===== config.mk =====
export PLATFORM = sky130hd
export DESIGN_NAME = rvod_back
export DESIGN_NICKNAME = d
export VERILOG_FILES = /design/src/sv/rvod_pkg.sv /design/src/sv/rvod_back.sv
export SDC_FILE = /design/constraint.sdc
export NUM_CORES = 1
export LEC_CHECK = 0
export ABC_AREA = 1
export BUFFER_PORTS_ARGS = -buffer_cell sky130_fd_sc_hd__buf_2
export CAP_MARGIN = 20
export CORE_ASPECT_RATIO = 1.75
export CORE_MARGIN = 2
export CORE_UTILIZATION = 35
export CTS_CLUSTER_SIZE = 8
export DETAILED_ROUTE_END_ITERATION = 7
export MAX_ROUTING_LAYER = met4
export SYNTH_ARGS = -nofsm -noshare
export SYNTH_HDL_FRONTEND = slang
export SYNTH_SLANG_ARGS = --single-unit

===== constraint.sdc =====
create_clock -name clk_i -period 14.7 [get_ports clk_i]
set_clock_uncertainty 0.2 [all_clocks]
set_input_delay 0.735 -clock clk_i [delete_from_list [all_inputs] [get_ports clk_i]]
set_output_delay 0.735 -clock clk_i [all_outputs]
set_load 0.02 [all_outputs]

===== src/sv/rvod_pkg.sv =====
package rvod_pkg;

  // cell layout and sizes
  localparam int unsigned CellCount  = 8;
  localparam int unsigned CellW      = 32;
  localparam int unsigned ChanW      = 8;
  localparam int unsigned GreenLsb   = 8;
  localparam int unsigned BlueLsb    = 16;
  localparam int unsigned AlphaLsb   = 24;
  localparam int unsigned WeightW    = ChanW + 1;
  localparam int unsigned ProdW      = ChanW + WeightW;
  localparam int unsigned SumW       = 19;
  localparam int unsigned TotalW     = 12;
  localparam int unsigned AlphaSumW  = 11;
  localparam int unsigned AlphaShift = 3;
  localparam int unsigned QuoW       = ChanW;
  localparam int unsigned RemW       = TotalW + QuoW;

  typedef logic [CellW-1:0] cell_t;

  // one cell after weighting
  typedef struct packed {
    logic [ProdW-1:0]   prod_r;
    logic [ProdW-1:0]   prod_g;
    logic [ProdW-1:0]   prod_b;
    logic [WeightW-1:0] weight;
    logic [ChanW-1:0]   alpha;
    logic               present;
  } lane_t;

  // per-octet totals passed from front to back
  typedef struct packed {
    logic [SumW-1:0]   sum_r;
    logic [SumW-1:0]   sum_g;
    logic [SumW-1:0]   sum_b;
    logic [TotalW-1:0] total_w;
    logic [ChanW-1:0]  alpha;
    logic              present;
  } front_res_t;

  // divider pipeline stage contents
  typedef struct packed {
    logic [RemW-1:0]   rem_r;
    logic [RemW-1:0]   rem_g;
    logic [RemW-1:0]   rem_b;
    logic [QuoW-1:0]   quo_r;
    logic [QuoW-1:0]   quo_g;
    logic [QuoW-1:0]   quo_b;
    logic [TotalW-1:0] total_w;
    logic [ChanW-1:0]  alpha;
    logic              present;
  } div_stage_t;

endpackage


===== src/sv/rvod_back.sv =====
module rvod_back (
  input  logic                 clk_i,
  input  logic                 rst_ni,
  input  logic                 in_vld_i,
  output logic                 in_rdy_o,
  input  rvod_pkg::front_res_t in_i,
  output logic                 out_vld_o,
  input  logic                 out_rdy_i,
  output rvod_pkg::cell_t      folded_cell_o,
  output logic                 any_present_o
);

  localparam int unsigned Steps = rvod_pkg::QuoW;

  rvod_pkg::div_stage_t stg_in [Steps];
  rvod_pkg::div_stage_t stg_d  [Steps];
  rvod_pkg::div_stage_t stg_q  [Steps];
  logic [Steps-1:0]     vld_in;
  logic [Steps-1:0]     vld_q;
  logic [Steps:0]       rdy;

  // ready ripples back from the output
  always_comb begin
    rdy[Steps] = out_rdy_i;
    for (int s = Steps - 1; s >= 0; s--) begin
      rdy[s] = ~vld_q[s] | rdy[s+1];
    end
  end
  assign in_rdy_o = rdy[0];

  // load the queue head into the first divide step
  always_comb begin
    stg_in[0].rem_r   = rvod_pkg::RemW'(in_i.sum_r);
    stg_in[0].rem_g   = rvod_pkg::RemW'(in_i.sum_g);
    stg_in[0].rem_b   = rvod_pkg::RemW'(in_i.sum_b);
    stg_in[0].quo_r   = '0;
    stg_in[0].quo_g   = '0;
    stg_in[0].quo_b   = '0;
    stg_in[0].total_w = in_i.total_w;
    stg_in[0].alpha   = in_i.alpha;
    stg_in[0].present = in_i.present;
    vld_in[0]         = in_vld_i;
  end

  // one restoring quotient bit per stage, msb first
  for (genvar s = 0; s < Steps; s++) begin : g_step
    localparam int unsigned Shift = Steps - 1 - s;

    logic [rvod_pkg::RemW-1:0] dsh;
    logic                      ge_r;
    logic                      ge_g;
    logic                      ge_b;

    if (s > 0) begin : g_link
      assign stg_in[s] = stg_q[s-1];
      assign vld_in[s] = vld_q[s-1];
    end

    assign dsh  = rvod_pkg::RemW'(stg_in[s].total_w) << Shift;
    assign ge_r = (stg_in[s].rem_r >= dsh);
    assign ge_g = (stg_in[s].rem_g >= dsh);
    assign ge_b = (stg_in[s].rem_b >= dsh);

    always_comb begin
      stg_d[s]       = stg_in[s];
      stg_d[s].rem_r = ge_r ? stg_in[s].rem_r - dsh : stg_in[s].rem_r;
      stg_d[s].rem_g = ge_g ? stg_in[s].rem_g - dsh : stg_in[s].rem_g;
      stg_d[s].rem_b = ge_b ? stg_in[s].rem_b - dsh : stg_in[s].rem_b;
      stg_d[s].quo_r = {stg_in[s].quo_r[rvod_pkg::QuoW-2:0], ge_r};
      stg_d[s].quo_g = {stg_in[s].quo_g[rvod_pkg::QuoW-2:0], ge_g};
      stg_d[s].quo_b = {stg_in[s].quo_b[rvod_pkg::QuoW-2:0], ge_b};
    end

    always_ff @(posedge clk_i or negedge rst_ni) begin
      if (!rst_ni) begin
        vld_q[s] <= 1'b0;
      end else if (rdy[s]) begin
        vld_q[s] <= vld_in[s];
      end
    end

    always_ff @(posedge clk_i) begin
      if (rdy[s] && vld_in[s]) begin
        stg_q[s] <= stg_d[s];
      end
    end
  end

  // pack the result, empty octets fold to zero
  assign out_vld_o     = vld_q[Steps-1];
  assign any_present_o = stg_q[Steps-1].present;
  assign folded_cell_o = stg_q[Steps-1].present
                         ? {stg_q[Steps-1].alpha, stg_q[Steps-1].quo_b,
                            stg_q[Steps-1].quo_g, stg_q[Steps-1].quo_r}
                         : '0;

endmodule


Word-level counts from Yosys, hierarchy flattened:

Memories as Yosys holds them, arrays and structs flattened.
Index checks and enable logic that the tools add are counted.

* flip-flop bits (word level): 8
* memory bits (writable): 840
* input port bits: 82
* output and inout bits: 35
* logic and storage cells: 122
* memories: 1

* add/subtract/negate cells: 24
* magnitude comparators: 24
* mux-type cells: 41
* bitwise logic cells: 16
* reduce and logical (&&, ||, !) cells: 8

Memory list
* stg_q: depth 8, bits a word 105, read ports 8, clocked after memory_dff 0, write ports 8, RTL line rvod_back.sv:17 `rvod_pkg::div_stage_t stg_q [Steps];`

Operators by type and width (number)
* $mux 20: 24
* $ge 20x12->1: 3
* $ge 20x13->1: 3
* $ge 20x14->1: 3
* $ge 20x15->1: 3
* $ge 20x16->1: 3
* $ge 20x17->1: 3
* $ge 20x18->1: 3
* $sub 19x19->20: 3
* $sub 20x12->20: 3
* $sub 20x13->20: 3
* $sub 20x14->20: 3
* $sub 20x15->20: 3
* $sub 20x16->20: 3
* $sub 20x17->20: 3
* $sub 20x18->20: 3
* $ge 19x19->1: 3
* $mux 32: 1
* $mux 1: 16
* $logic_and 1x1->1: 8
* $not 1->1: 8
* $or 1x1->1: 8

Longest topological paths before layout:

Gate-level depths: netlist of the first run.

* depth after elaboration: 12
* gate-level depth with buffers: 14
* mapped depth without buffers: 14

Worst setup path after synthesis of the first run:

OpenSTA, ideal clock, no wires.

* path kind: input -> register
* start point: in out_rdy_i
* end point: mem stg_q[1][0] in the netlist's numbering (enable)
* setup time: 0.553 ns
* data arrival time: 4.941 ns
* required time: 13.947 ns
* slack: 9.006 ns
* stages: 4
* path buffers: 0
* cell sequence: nor2_2 -> nand3_1 -> nor2_1 -> nor2_1

RTL lines
* from (decl): RTL line rvod_back.sv:8 `input logic out_rdy_i,`
* to (decl): RTL line rvod_back.sv:17

Worst setup path after layout of the first run:

* start point: reg vld_q[7] (netlist: out_vld_o)
* end point: out in_rdy_o

* longest elaborated chain between the ends: 9

Ends and longest elaborated chain
* from (decl): RTL line rvod_back.sv:19 `logic [Steps-1:0] vld_q;`
* from (signal, indexed assignment): RTL line rvod_back.sv:78 `vld_q[s] <= vld_in[s];`
* $not 1->1: RTL line rvod_back.sv:26 `rdy[s] = ~vld_q[s] | rdy[s+1];`
* $or 1x1->1 (8 in series): RTL line rvod_back.sv:26
* to (decl): RTL line rvod_back.sv:5 `output logic in_rdy_o,`

No other way between the ends.

==> results.rst, run 1 <==
.. list-table::
   :header-rows: 1

   * - Metric
     - Value
   * - Result of the run
     - finished clean
   * - Clk root buf
     - sky130_fd_sc_hd__clkbuf_16
   * - Synth area leader
     - sky130_fd_sc_hd__edfxtp_1
   * - Leading register cell type out of synthesis
     - sky130_fd_sc_hd__edfxtp_1
   * - CTS tree
     - built
   * - Leading cell types in the layout, fill and taps excluded
     - sky130_fd_sc_hd__nand2_1 (1633), sky130_fd_sc_hd__edfxtp_1 (684), sky130_fd_sc_hd__inv_1 (667), sky130_fd_sc_hd__nor2_1 (400), sky130_fd_sc_hd__nand3_1 (297)
   * - Endpoint arrival time on the critical path
     - about 2.6 ns
   * - Largest net degree at the start of global routing
     - 91
   * - Sum of negative setup slack
     - 0 ns
   * - Post-CTS Hold Fix Bufs
     - 12
   * - Wire length of the first global-routing pass
     - 185 mm
   * - Area used by sequential logic in the layout
     - 20700 sq um
   * - TritonRoute pass-1 iters
     - 7
   * - Buffer depth of the longest clock path
     - 3
   * - Total Routed Length
     - 121 mm
   * - Setup-violating endpoint count in the final report
     - 0
   * - Number of nets produced by synthesis
     - ~5500
   * - Maximum clock rate
     - 0.284 GHz
   * - Number of buffer cells added on primary ports
     - between 100 and 150
   * - First-iteration detailed-routing DRC count
     - around 1300
   * - Clock power frac
     - 0.209
   * - Number of top-level pins
     - 117
   * - Fraction of layout instances using a drive strength above 1
     - 0.0863
   * - H-tree lvl count
     - 3
   * - Category of cells accounting for the largest share of critical-path delay
     - simple AND/OR/NAND/NOR gates
   * - Effective utilization at floorplan
     - 0.352
   * - Max Cap Violations
     - 0
   * - Fraction of the yosys area taken by sequential cells
     - 0.476
   * - Seq pwr share
     - 0.356
   * - Cell area reported after detailed placement
     - 45800 sq um
   * - Area Overhead vs Synth
     - 11.7%
   * - Final Hold Fails
     - 0
   * - CP endpoint kind
     - output port
   * - Vias in the first global route
     - 34310
   * - Finished layout cell area
     - 48600 sq um
   * - Library cells used by synthesis
     - 43
   * - Worst vdd rail ir drop
     - 109 uV
   * - Fill cell total of the finished layout
     - roughly 13000
   * - Total via count in the routed design
     - approximately 33000
   * - Crit path cell chain
     - inv_1 -> nor2_2 -> nand3_1 -> nor2_1 -> inv_1 -> nor2_2 -> nand3_1 -> nor2_1 -> inv_1 -> buf_2
   * - Via density
     - ~4.8
   * - HPWL after detailed placement
     - 101 mm
   * - Proportion of total power due to net switching
     - 0.404
   * - Slew margin rel.
     - 0.411
   * - Total buffers and inverters traversed by the critical path
     - 4
   * - Part of the total power dissipated in combinational logic
     - 0.435
   * - Required @ worst endpoint
     - between 10 and 15 ns
   * - Power density over cell area
     - 197 nW/um^2
   * - Total congestion overflow after global routing
     - 0
   * - Floorplan die area
     - 127000 sq um
   * - Antenna-violating nets left
     - 0
   * - Slew at the pin closest to its max-slew limit
     - 0.883 ns
   * - Total net switching power
     - between 0.003 and 0.004 W
   * - LEAKAGE
     - ~22 nW
   * - Portion of the clock cycle consumed by the worst path in the final layout
     - 0.239
   * - Min-delay worst type
     - input port to flip-flop
   * - Overall fraction of global-route tracks in use
     - 0.196
   * - Cells after synthesis
     - 5059
   * - Post-Synthesis Cell Area
     - 43500 sq um
   * - Die W
     - 271 microns
   * - Die boundary height
     - ~470 microns
   * - Worst-path cell with the longest stage delay
     - sky130_fd_sc_hd__dfrtp_1
   * - Number of DRC violations after detailed routing
     - 0
   * - RSZ-0062 raised after global routing
     - no
   * - Drt wl/cell
     - 17.6 microns
   * - Largest stage delay on the critical path
     - 0.33 ns
   * - Register bit total from synthesis
     - 692
   * - Synth top area share
     - 0.472
   * - Commonest non-fill, non-tap cell in the layout
     - sky130_fd_sc_hd__nand2_1
   * - CTS Buf Count
     - 96
   * - TritonCTS Sinks
     - 692
   * - Post-synthesis average cell area
     - 8.60 sq um
   * - CP Class
     - flip-flop to output port
   * - Most used cell, CP
     - sky130_fd_sc_hd__inv_1
   * - Internal power of the cells
     - between 0.005 and 0.006 W
   * - Count of yosys warnings during synthesis
     - 0
   * - Multi-input combinational cell area
     - 19800 sq um
   * - Fraction of synthesis flops using an asynchronous set or reset pin
     - 0.0116
   * - Number of setup buffers added after CTS
     - 0
   * - Largest fanout on the critical path
     - 3
   * - Gates resized, CTS repair
     - 0
   * - Synth area leaders
     - sky130_fd_sc_hd__edfxtp_1 (47%), sky130_fd_sc_hd__nand2_1 (14%), sky130_fd_sc_hd__ha_1 (8.3%), sky130_fd_sc_hd__inv_1 (5.8%), sky130_fd_sc_hd__nor2_1 (3.5%)
   * - Core region area
     - 124000 sq um
   * - Number of nets in the layout
     - 5642
   * - Clock-pin slew on the worst setup and hold paths
     - 0.05 ns
   * - Placer congestion estimate
     - roughly 1.0
   * - Count of pins over their slew limit
     - 0
   * - Startpoint class of the critical path
     - flip-flop
   * - Number of synthesized flops with an enable pin
     - 684
   * - Final period demand of the worst path
     - about 3.5 ns
   * - Worst skew pair latency
     - 0.69 ns
   * - Row count
     - ~170
   * - Initial antenna violation count
     - 2
[worst paths after layout]
path	from	endpoint	slack, ns	cells past startpoint
max in group asynchronous	rst_ni	vld_in[5]	13.88	2
min in group asynchronous	rst_ni	vld_in[7]	0.24	2
worst min register to register	stg_q[1][7]	stg_q[1][112]	0.19	0
worst max register to register	stg_q[1][120]	stg_q[1][259]	11.64	10
worst max-delay path	out_vld_o	in_rdy_o	11.18	10
worst min-delay path	in_i[17]	stg_q[0][17]	0.06	1
[layout make-up]
class | count | share of cell area
Clock inverter | 4 | 0.00154
Inverter | 691 | 0.0538
Tap cell | 1643 | 0.0423
Clock buffer | 117 | 0.0523
Timing Repair Buffer | 140 | 0.0171
Sequential cell | 692 | 0.426
Antenna cell | 2 | 0.000103
Multi-Input combinational cell | 3630 | 0.406
[through the flow]
step	total power, W	worst slack, ns	std cells	hold slack (ns)	utilization
floorplan	0.00649	9.01	5059	0.200	-
global placement	0.00756	11.31	6782	0.202	0.371
detailed placement	0.00763	11.35	6782	0.205	0.371
CTS	0.00967	11.09	6915	0.000691	0.393
global route	0.0103	10.91	6918	0.0210	0.393
finish	0.00958	11.18	6919	0.0585	0.393
[flip-flops by register name, summed over array words and instances (netlist names)]
register,count
vld_in,7
stg_q,684
out_vld_o,1
[synth_stat cells, types with 2 or more instances]
cell,number
sky130_fd_sc_hd__and2_1,12
sky130_fd_sc_hd__a21oi_2,46
sky130_fd_sc_hd__inv_1,671
sky130_fd_sc_hd__xor2_1,90
sky130_fd_sc_hd__o211ai_1,2
sky130_fd_sc_hd__o21ai_1,32
sky130_fd_sc_hd__nand4_1,81
sky130_fd_sc_hd__o21ai_0,120
sky130_fd_sc_hd__nand3b_1,60
sky130_fd_sc_hd__nor3_1,54
sky130_fd_sc_hd__nor3_2,5
sky130_fd_sc_hd__dfrtp_1,8
sky130_fd_sc_hd__a21boi_0,2
sky130_fd_sc_hd__nand2_1,1633
sky130_fd_sc_hd__a21oi_1,224
sky130_fd_sc_hd__buf_6,31
sky130_fd_sc_hd__nor2_2,22
sky130_fd_sc_hd__inv_4,6
sky130_fd_sc_hd__o21a_1,9
sky130_fd_sc_hd__nand3_2,15
sky130_fd_sc_hd__nor2_4,2
sky130_fd_sc_hd__and3_1,5
sky130_fd_sc_hd__xnor2_1,63
sky130_fd_sc_hd__nand3_1,297
sky130_fd_sc_hd__clkbuf_1,3
sky130_fd_sc_hd__ha_1,288
sky130_fd_sc_hd__inv_2,14
sky130_fd_sc_hd__nand2_4,5
sky130_fd_sc_hd__o21ai_2,52
sky130_fd_sc_hd__a21o_1,23
sky130_fd_sc_hd__fa_1,21
sky130_fd_sc_hd__or2_2,8
sky130_fd_sc_hd__buf_4,10
sky130_fd_sc_hd__edfxtp_1,684
sky130_fd_sc_hd__nor2_1,404
sky130_fd_sc_hd__buf_2,2
sky130_fd_sc_hd__nand2_2,35
sky130_fd_sc_hd__nand3_4,4
sky130_fd_sc_hd__o21bai_1,12
[kinds of logic (layout without fill, tap and decap cells)]
family	count (synthesis)	in the layout	share of synthesized area
flops	692	692	0.476
buf+inv	737	952	0.0702
simple gates	2646	2646	0.259
compound gates	522	522	0.0712
fa+ha+maj	309	309	0.0924
xor+xnor	153	153	0.0308
other cells	0	2	0
[layer usage]
metal / GRT usage / wire, microns
met4: 0.168 / 12300
met2: 0.389 / 69100
met5: - / 0
met3: 0.0231 / 3030
met1: 0.152 / 37100
[power by group through the flow]
stage	logic, W	registers, W	clock network [W]
floorplan	0.00315	0.00333	0
global route	0.00473	0.00347	0.00213
global placement	0.00412	0.00344	0
CTS	0.00419	0.00341	0.00207
finish	0.00416	0.00341	0.00200
detailed placement	0.00418	0.00345	0
Note: power is estimated with default switching activity, not from simulation.
==> inputs of run 2 (changes only) <==
==> constraint.sdc (replaced) <==
create_clock -name clk_i -period 3.05 [get_ports clk_i]
set_clock_uncertainty 0.2 [all_clocks]
set_input_delay 0.1525 -clock clk_i [delete_from_list [all_inputs] [get_ports clk_i]]
set_output_delay 0.1525 -clock clk_i [all_outputs]
set_load 0.02 [all_outputs]
==> run 2 against run 1 <==
Total power grew to 4.9 times the previous value; sequential share of layout area down 1.5 points; non-clock buffer count is 179 higher; critical endpoint is now stg_q[0][62]; register-to-register slack lost 11 ns; sequential power rose to 4.8 times the previous value; first-iteration DRC count is 23% higher; global-route usage grew 0.33 points; highest routed layer unchanged; core utilization up 1.4 points; critical path depth grew 1; flip-flop and latch count did not move; final cell count rose by 2.5%; combinational power grew to 5.0 times the previous value.
==> results.rst, run 2 (synthesized netlist as in run 1, its figures left out) <==
.. list-table::
   :header-rows: 1

   * - Metric
     - Value
   * - Result of the run
     - finished clean
   * - Vias in the first global route
     - 35253 (+2.7%)
   * - Cell area reported after detailed placement
     - 46500 sq um (+1.4%)
   * - Die W
     - 271 microns (unchanged)
   * - Clk root buf
     - sky130_fd_sc_hd__clkbuf_16
   * - Power density over cell area
     - 929 nW/um^2 (+370%)
   * - Total via count in the routed design
     - 34101 (+2.8%)
   * - Post-Place Setup Slack
     - 0.127 ns (-11.22 ns)
   * - Inst Count DP
     - 6848 (+0.97%)
   * - Antenna-violating nets left
     - 0 (unchanged)
   * - Final critical-path setup slack
     - 0.000193 ns (-11.18 ns)
   * - Multi-input combinational cell area
     - 19900 sq um (+0.58%)
   * - Fill cell total of the finished layout
     - 12588 (-0.42%)
   * - Clock-pin slew on the worst setup and hold paths
     - 0.05 ns (about the same)
   * - Critical Path Source
     - in_i[19]
   * - Commonest non-fill, non-tap cell in the layout
     - sky130_fd_sc_hd__nand2_1
   * - Worst hold margin
     - 0.0324 ns (-0.0261 ns)
   * - Area used by sequential logic in the layout
     - 20700 sq um (about the same)
   * - Core region area
     - 124000 sq um (unchanged)
   * - Area Overhead vs Synth
     - 15.8%
   * - Required @ worst endpoint
     - 3.30 ns (-10.47 ns)
   * - TritonRoute pass-1 iters
     - 8 (+1)
   * - Leading cell types in the layout, fill and taps excluded
     - sky130_fd_sc_hd__nand2_1 (1631), sky130_fd_sc_hd__edfxtp_1 (684), sky130_fd_sc_hd__inv_1 (666), sky130_fd_sc_hd__nor2_1 (397), sky130_fd_sc_hd__nand3_1 (295)
   * - Total congestion overflow after global routing
     - 0 (unchanged)
   * - Min-delay worst type
     - input port to flip-flop
   * - Number of DRC violations after detailed routing
     - 0 (unchanged)
   * - Portion of the clock cycle consumed by the worst path in the final layout
     - 1.00
   * - Count of pins over their slew limit
     - 0 (unchanged)
   * - Maximum clock rate
     - between 0.3 and 0.4 GHz
   * - Via density
     - 4.81 (+0.33%)
   * - Total Routed Length
     - 123 mm (+1.5%)
   * - Slew at the pin closest to its max-slew limit
     - 0.675 ns (-0.208 ns)
   * - H-tree lvl count
     - 3 (unchanged)
   * - Overall fraction of global-route tracks in use
     - 0.199 (+0.00327)
   * - CTS Buf Count
     - 96 (unchanged)
   * - TritonCTS Sinks
     - 692 (unchanged)
   * - Final Hold Fails
     - 0 (unchanged)
   * - Number of top-level pins
     - 117 (unchanged)
   * - Buffer depth of the longest clock path
     - 3 (unchanged)
   * - RSZ-0062 raised after global routing
     - yes
   * - CTS tree
     - built
   * - Number of flip-flops in the largest register
     - 684 (unchanged)
   * - Fraction of layout instances using a drive strength above 1
     - 0.0992 (+0.0129)
   * - Die boundary height
     - 471 microns (unchanged)
   * - Number of buffer cells added on primary ports
     - 116 (unchanged)
   * - Largest net degree at the start of global routing
     - 94 (+3.3%)
   * - Number of nets in the layout
     - 5821 (+3.2%)
   * - Beginning of the worst register-to-register path
     - stg_q[0][9]
   * - Wire length of the first global-routing pass
     - 189 mm (+2.4%)
   * - Worst skew pair latency
     - 0.70 ns (about the same)
   * - Row count
     - 171 (unchanged)
   * - Floorplan die area
     - 127000 sq um (unchanged)
   * - HPWL after detailed placement
     - 103 mm (+2.1%)
   * - Placer congestion estimate
     - 1.01 (+1.4%)
   * - Drt wl/cell
     - 17.4 microns (-0.91%)
   * - Register with the highest flop count
     - stg_q
   * - Startpoint class of the critical path
     - input port
   * - LEAKAGE
     - 22.7 nW (+3.5%)
   * - Initial antenna violation count
     - 1 (-1)
   * - CP endpoint kind
     - flip-flop
   * - Worst vdd rail ir drop
     - 493 uV (+350%)
   * - Endpoint arrival time on the critical path
     - 3.30 ns (+0.72 ns)
   * - Effective utilization at floorplan
     - 0.352 (unchanged)
   * - Startpoint of the tightest hold check path
     - in_i[62]
   * - Max Cap Violations
     - 0 (unchanged)
   * - Finished layout cell area
     - 50400 sq um (+3.7%)
   * - Setup-violating endpoint count in the final report
     - 0 (unchanged)
   * - Largest fanout on the critical path
     - 5 (+2)
   * - First-iteration detailed-routing DRC count
     - 1620 (+23%)
   * - CP Class
     - input port to flip-flop
   * - Fin cells
     - 7090 (+2.5%)
   * - Final period demand of the worst path
     - 3.05 ns
   * - Slew margin rel.
     - 0.549 (+0.138)
-- run 2: worst paths after layout --
path,endpoint,slack [ns],depth (start not counted)
worst max register to register,stg_q[0][157],0.18,10
min in group asynchronous,vld_in[3],0.26,3
worst min register to register,stg_q[1][321],0.20,0
worst min-delay path,stg_q[0][88],0.03,2
worst max-delay path,stg_q[0][62],0.0002,11
max in group asynchronous,out_vld_o,2.11,3
-- run 2: worst max-delay path, cell delays in order --
cell                            delay [ns]
sky130_fd_sc_hd__dlygate4sd3_1        0.54
sky130_fd_sc_hd__buf_2                0.13
sky130_fd_sc_hd__inv_1                0.33
sky130_fd_sc_hd__ha_1                 0.28
sky130_fd_sc_hd__nand2_1              0.12
sky130_fd_sc_hd__nor2_2               0.18
sky130_fd_sc_hd__nand3b_1             0.25
sky130_fd_sc_hd__nand4_1              0.17
sky130_fd_sc_hd__dlygate4sd3_1        0.55
sky130_fd_sc_hd__nand2_1              0.05
sky130_fd_sc_hd__dlygate4sd3_1        0.54
-- run 2: where the power goes --
group          switching [W]  internal [W]  total, W
combinational         0.0133       0.00741    0.0208
sequential           0.00173        0.0148    0.0165
clock                0.00393       0.00564   0.00957
total                 0.0190        0.0278    0.0468
-- run 2: cell type report --
| cell class | instances | area share |
|---|---|---|
| multi-input cells | 3630 | 0.394 |
| flip-flops and latches | 692 | 0.411 |
| clock inverters | 7 | 0.00263 |
| inverters | 691 | 0.0521 |
| clock buffers | 107 | 0.0489 |
| well taps | 1643 | 0.0408 |
| diodes | 1 | 0.0000496 |
| repair buffers | 319 | 0.0499 |
-- run 2: stage by stage --
step / power (W) / TNS (ns) / utilization
4_1_cts: 0.0472 / 0 / 0.407
3_5_place_dp: 0.0373 / 0 / 0.376
6_report: 0.0468 / 0 / 0.408
2_1_floorplan: 0.0312 / -76.95 / -
5_1_grt: 0.0504 / -0.0962 / 0.408
3_3_place_gp: 0.0370 / 0 / 0.376
-- run 2: what timing repair did --
item | CTS | global route
resized for setup | 0 | 15
hold endpoints to repair | 143 | 0
hold buffers | 123 | 0
setup endpoints to repair | 0 | 23
buffers inserted | 0 | 4
-- run 2: layer usage --
layer | global-route usage | up-vias | part of all wire
li1 | - | 17473 | -
met1 | 0.159 | 15484 | 0.31
met2 | 0.388 | 691 | 0.56
met3 | 0.0228 | 453 | 0.023
met4 | 0.177 | 0 | 0.11
met5 | - | - | 0
==> inputs of run 3 (changes only) <==
--- a/config.mk
+++ b/config.mk
@@ -10,7 +10,7 @@
 export CAP_MARGIN = 20
 export CORE_ASPECT_RATIO = 1.75
 export CORE_MARGIN = 2
-export CORE_UTILIZATION = 35
+export CORE_UTILIZATION = 26
 export CTS_CLUSTER_SIZE = 8
 export DETAILED_ROUTE_END_ITERATION = 7
 export MAX_ROUTING_LAYER = met4
==> run 3 against run 2 <==
Setup slack better by 0.11 ns; via count is 0.40% higher; largest cell class unchanged; sequential share of layout area is 0.67 points lower; global-route usage is 4.4 points lower; sequential power hardly changed; die area is 34% higher.
==> results.rst, run 3 (synthesized netlist as in run 1, its figures left out) <==
.. list-table::
   :header-rows: 1

   * - Metric
     - Value
   * - Number of flip-flops in the largest register
     - 684 (unchanged)
   * - Overall fraction of global-route tracks in use
     - 0.155 (-0.0438)
   * - Area Overhead vs Synth
     - 17.7%
   * - TritonCTS Sinks
     - 692 (unchanged)
   * - Required @ worst endpoint
     - 3.29 ns (about the same)
   * - Initial antenna violation count
     - 1 (unchanged)
   * - Post-Place Setup Slack
     - 0.238 ns (+0.111 ns)
   * - CP Class
     - input port to flip-flop
   * - Slew at the pin closest to its max-slew limit
     - 0.684 ns (+0.00928 ns)
   * - Worst skew pair latency
     - 0.71 ns (about the same)
   * - Antenna-violating nets left
     - 0 (unchanged)
   * - Final critical-path setup slack
     - 0.109 ns (+0.109 ns)
   * - Number of top-level pins
     - 117 (unchanged)
   * - Startpoint of the tightest hold check path
     - in_i[59]
   * - Min-delay worst type
     - input port to flip-flop
   * - Final period demand of the worst path
     - 2.94 ns (-0.109 ns)
   * - Final Hold Fails
     - 0 (unchanged)
   * - Cells on worst reg2reg path
     - 10 (unchanged)
   * - Result of the run
     - finished clean
   * - Number of buffer cells added on primary ports
     - 116 (unchanged)
   * - Register with the highest flop count
     - stg_q
   * - CP endpoint kind
     - flip-flop
   * - Core region area
     - 166000 sq um (+34%)
   * - Finished layout cell area
     - 51200 sq um (+1.6%)
   * - Wire length of the first global-routing pass
     - 197 mm (+4.1%)
   * - Number of setup buffers added after CTS
     - 0 (unchanged)
   * - Die boundary height
     - 545 microns (+16%)
   * - Total power of the final layout
     - 0.0474 W (+1.2%)
   * - Slew margin rel.
     - 0.543 (-0.00620)
   * - H-tree lvl count
     - 3 (unchanged)
   * - TritonRoute pass-1 iters
     - 8 (unchanged)
   * - Count of pins over their slew limit
     - 0 (unchanged)
   * - Power density over cell area
     - 924 nW/um^2 (-0.49%)
   * - Setup-violating endpoint count in the final report
     - 0 (unchanged)
   * - Worst vdd rail ir drop
     - 421 uV (-15%)
   * - Clock-pin slew on the worst setup and hold paths
     - 0.05 ns (about the same)
   * - Buffer depth of the longest clock path
     - 3 (unchanged)
   * - Floorplan die area
     - 171000 sq um (+34%)
   * - Inst Count DP
     - 7430 (+8.5%)
   * - Cells on Worst Hold Path
     - 2 (unchanged)
   * - Worst-case register-to-register setup slack
     - 0.21 ns (+0.03 ns)
   * - Fin cells
     - 7685 (+8.4%)
   * - Leading cell types in the layout, fill and taps excluded
     - sky130_fd_sc_hd__nand2_1 (1631), sky130_fd_sc_hd__edfxtp_1 (684), sky130_fd_sc_hd__inv_1 (667), sky130_fd_sc_hd__nor2_1 (399), sky130_fd_sc_hd__nand3_1 (295)
   * - Beginning of the worst register-to-register path
     - stg_q[0][9]
   * - Drt wl/cell
     - 17.0 microns (-2.3%)
   * - Startpoint class of the critical path
     - input port
   * - Max Cap Violations
     - 0 (unchanged)
   * - LEAKAGE
     - 22.8 nW (+0.58%)
   * - Maximum clock rate
     - 0.340 GHz (+3.7%)
   * - First-iteration detailed-routing DRC count
     - 1621 (+0.062%)
   * - CTS tree
     - built
   * - Placer congestion estimate
     - 0.969 (-4.1%)
   * - Cell area reported after detailed placement
     - 47400 sq um (+1.9%)
   * - Die W
     - 313 microns (+16%)
   * - Largest net degree at the start of global routing
     - 56 (-40%)
   * - Endpoint arrival time on the critical path
     - 3.18 ns (-0.12 ns)
   * - CTS Buf Count
     - 97 (+1.0%)
   * - HPWL after detailed placement
     - 109 mm (+6.1%)
   * - Via density
     - 4.45 (-7.4%)
   * - Effective utilization at floorplan
     - 0.262 (-0.0901)
   * - Reg2Reg Capture Point
     - stg_q[0][197]
   * - Row count
     - 198 (+16%)
   * - Clk root buf
     - sky130_fd_sc_hd__clkbuf_16
   * - Portion of the clock cycle consumed by the worst path in the final layout
     - 0.964 (-0.0358)
   * - Sum of negative setup slack
     - 0 ns (unchanged)
   * - Commonest non-fill, non-tap cell in the layout
     - sky130_fd_sc_hd__nand2_1
   * - Number of nets in the layout
     - 5841 (+0.34%)
   * - Vias in the first global route
     - 35668 (+1.2%)
   * - Number of DRC violations after detailed routing
     - 0 (unchanged)
   * - Fraction of layout instances using a drive strength above 1
     - 0.101 (+0.00172)
   * - Total Routed Length
     - 131 mm (+5.9%)
   * - Total via count in the routed design
     - 34236 (+0.40%)
   * - Endpoint of the worst hold-timing path
     - stg_q[0][85]
   * - Total congestion overflow after global routing
     - 0 (unchanged)
   * - Largest fanout on the critical path
     - 22 (+17)
run 3: cell type report:
class,count,area [sq um]
fillers,17326,115000
clock inverters,11,143
repair buffers,338,2660
well taps,2200,2750
diodes,3,7.51
inverters,691,2630
multi-input cells,3630,19800
flip-flops and latches,692,20700
clock buffers,120,2510
run 3: how the worst max path moves through the flow:
| stage | start | endpoint | slack [ns] | cells past startpoint |
|---|---|---|---|---|
| after global routing | in_i[18] | stg_q[0][55] | -0.01 | 10 |
| final | in_i[17] | stg_q[0][55] | 0.11 | 12 |
| after global placement | stg_q[0][268] | stg_q[0][379] | 0.26 | 8 |
| after detailed placement | stg_q[0][9] | stg_q[0][183] | 0.24 | 11 |
| after floorplan | out_vld_o | stg_q[1][0] | -0.75 | 5 |
| after CTS | in_i[17] | stg_q[0][55] | 0.05 | 12 |
run 3: report_power, final:
group          internal (W)  switching [W]
combinational       0.00743         0.0136
sequential           0.0148        0.00183
clock               0.00571        0.00401
run 3: stage by stage:
stage               hold slack [ns]  utilization
floorplan                    -0.343            -
global placement             -0.205        0.285
detailed placement           -0.199        0.285
CTS                          0.0163        0.308
global route                 0.0480        0.308
finish                       0.0506        0.308
run 3: layer usage:
metal,part of all wire,track usage,wire length (microns)
met1,0.32,0.126,41700
met3,0.024,0.0168,3190
met5,0,-,0
met4,0.095,0.129,12400
met2,0.56,0.305,73300
run 3: worst max-delay path, cell delays in order:
cell and delay (ns):
sky130_fd_sc_hd__dlygate4sd3_1 0.54, sky130_fd_sc_hd__buf_2 0.13, sky130_fd_sc_hd__inv_1 0.32, sky130_fd_sc_hd__ha_1 0.35, sky130_fd_sc_hd__nand2_1 0.10, sky130_fd_sc_hd__nand2_1 0.05
sky130_fd_sc_hd__o21bai_1 0.18, sky130_fd_sc_hd__a21oi_2 0.29, sky130_fd_sc_hd__nand3_4 0.30, sky130_fd_sc_hd__nand2_1 0.13, sky130_fd_sc_hd__o21ai_0 0.08, sky130_fd_sc_hd__dlygate4sd3_1 0.56
run 3: what timing repair did:
action	4_1_cts	5_1_grt
endpoints found under the hold margin	126	0
setup endpoints to repair	0	8
resized for setup	0	3
hold buffers	121	0
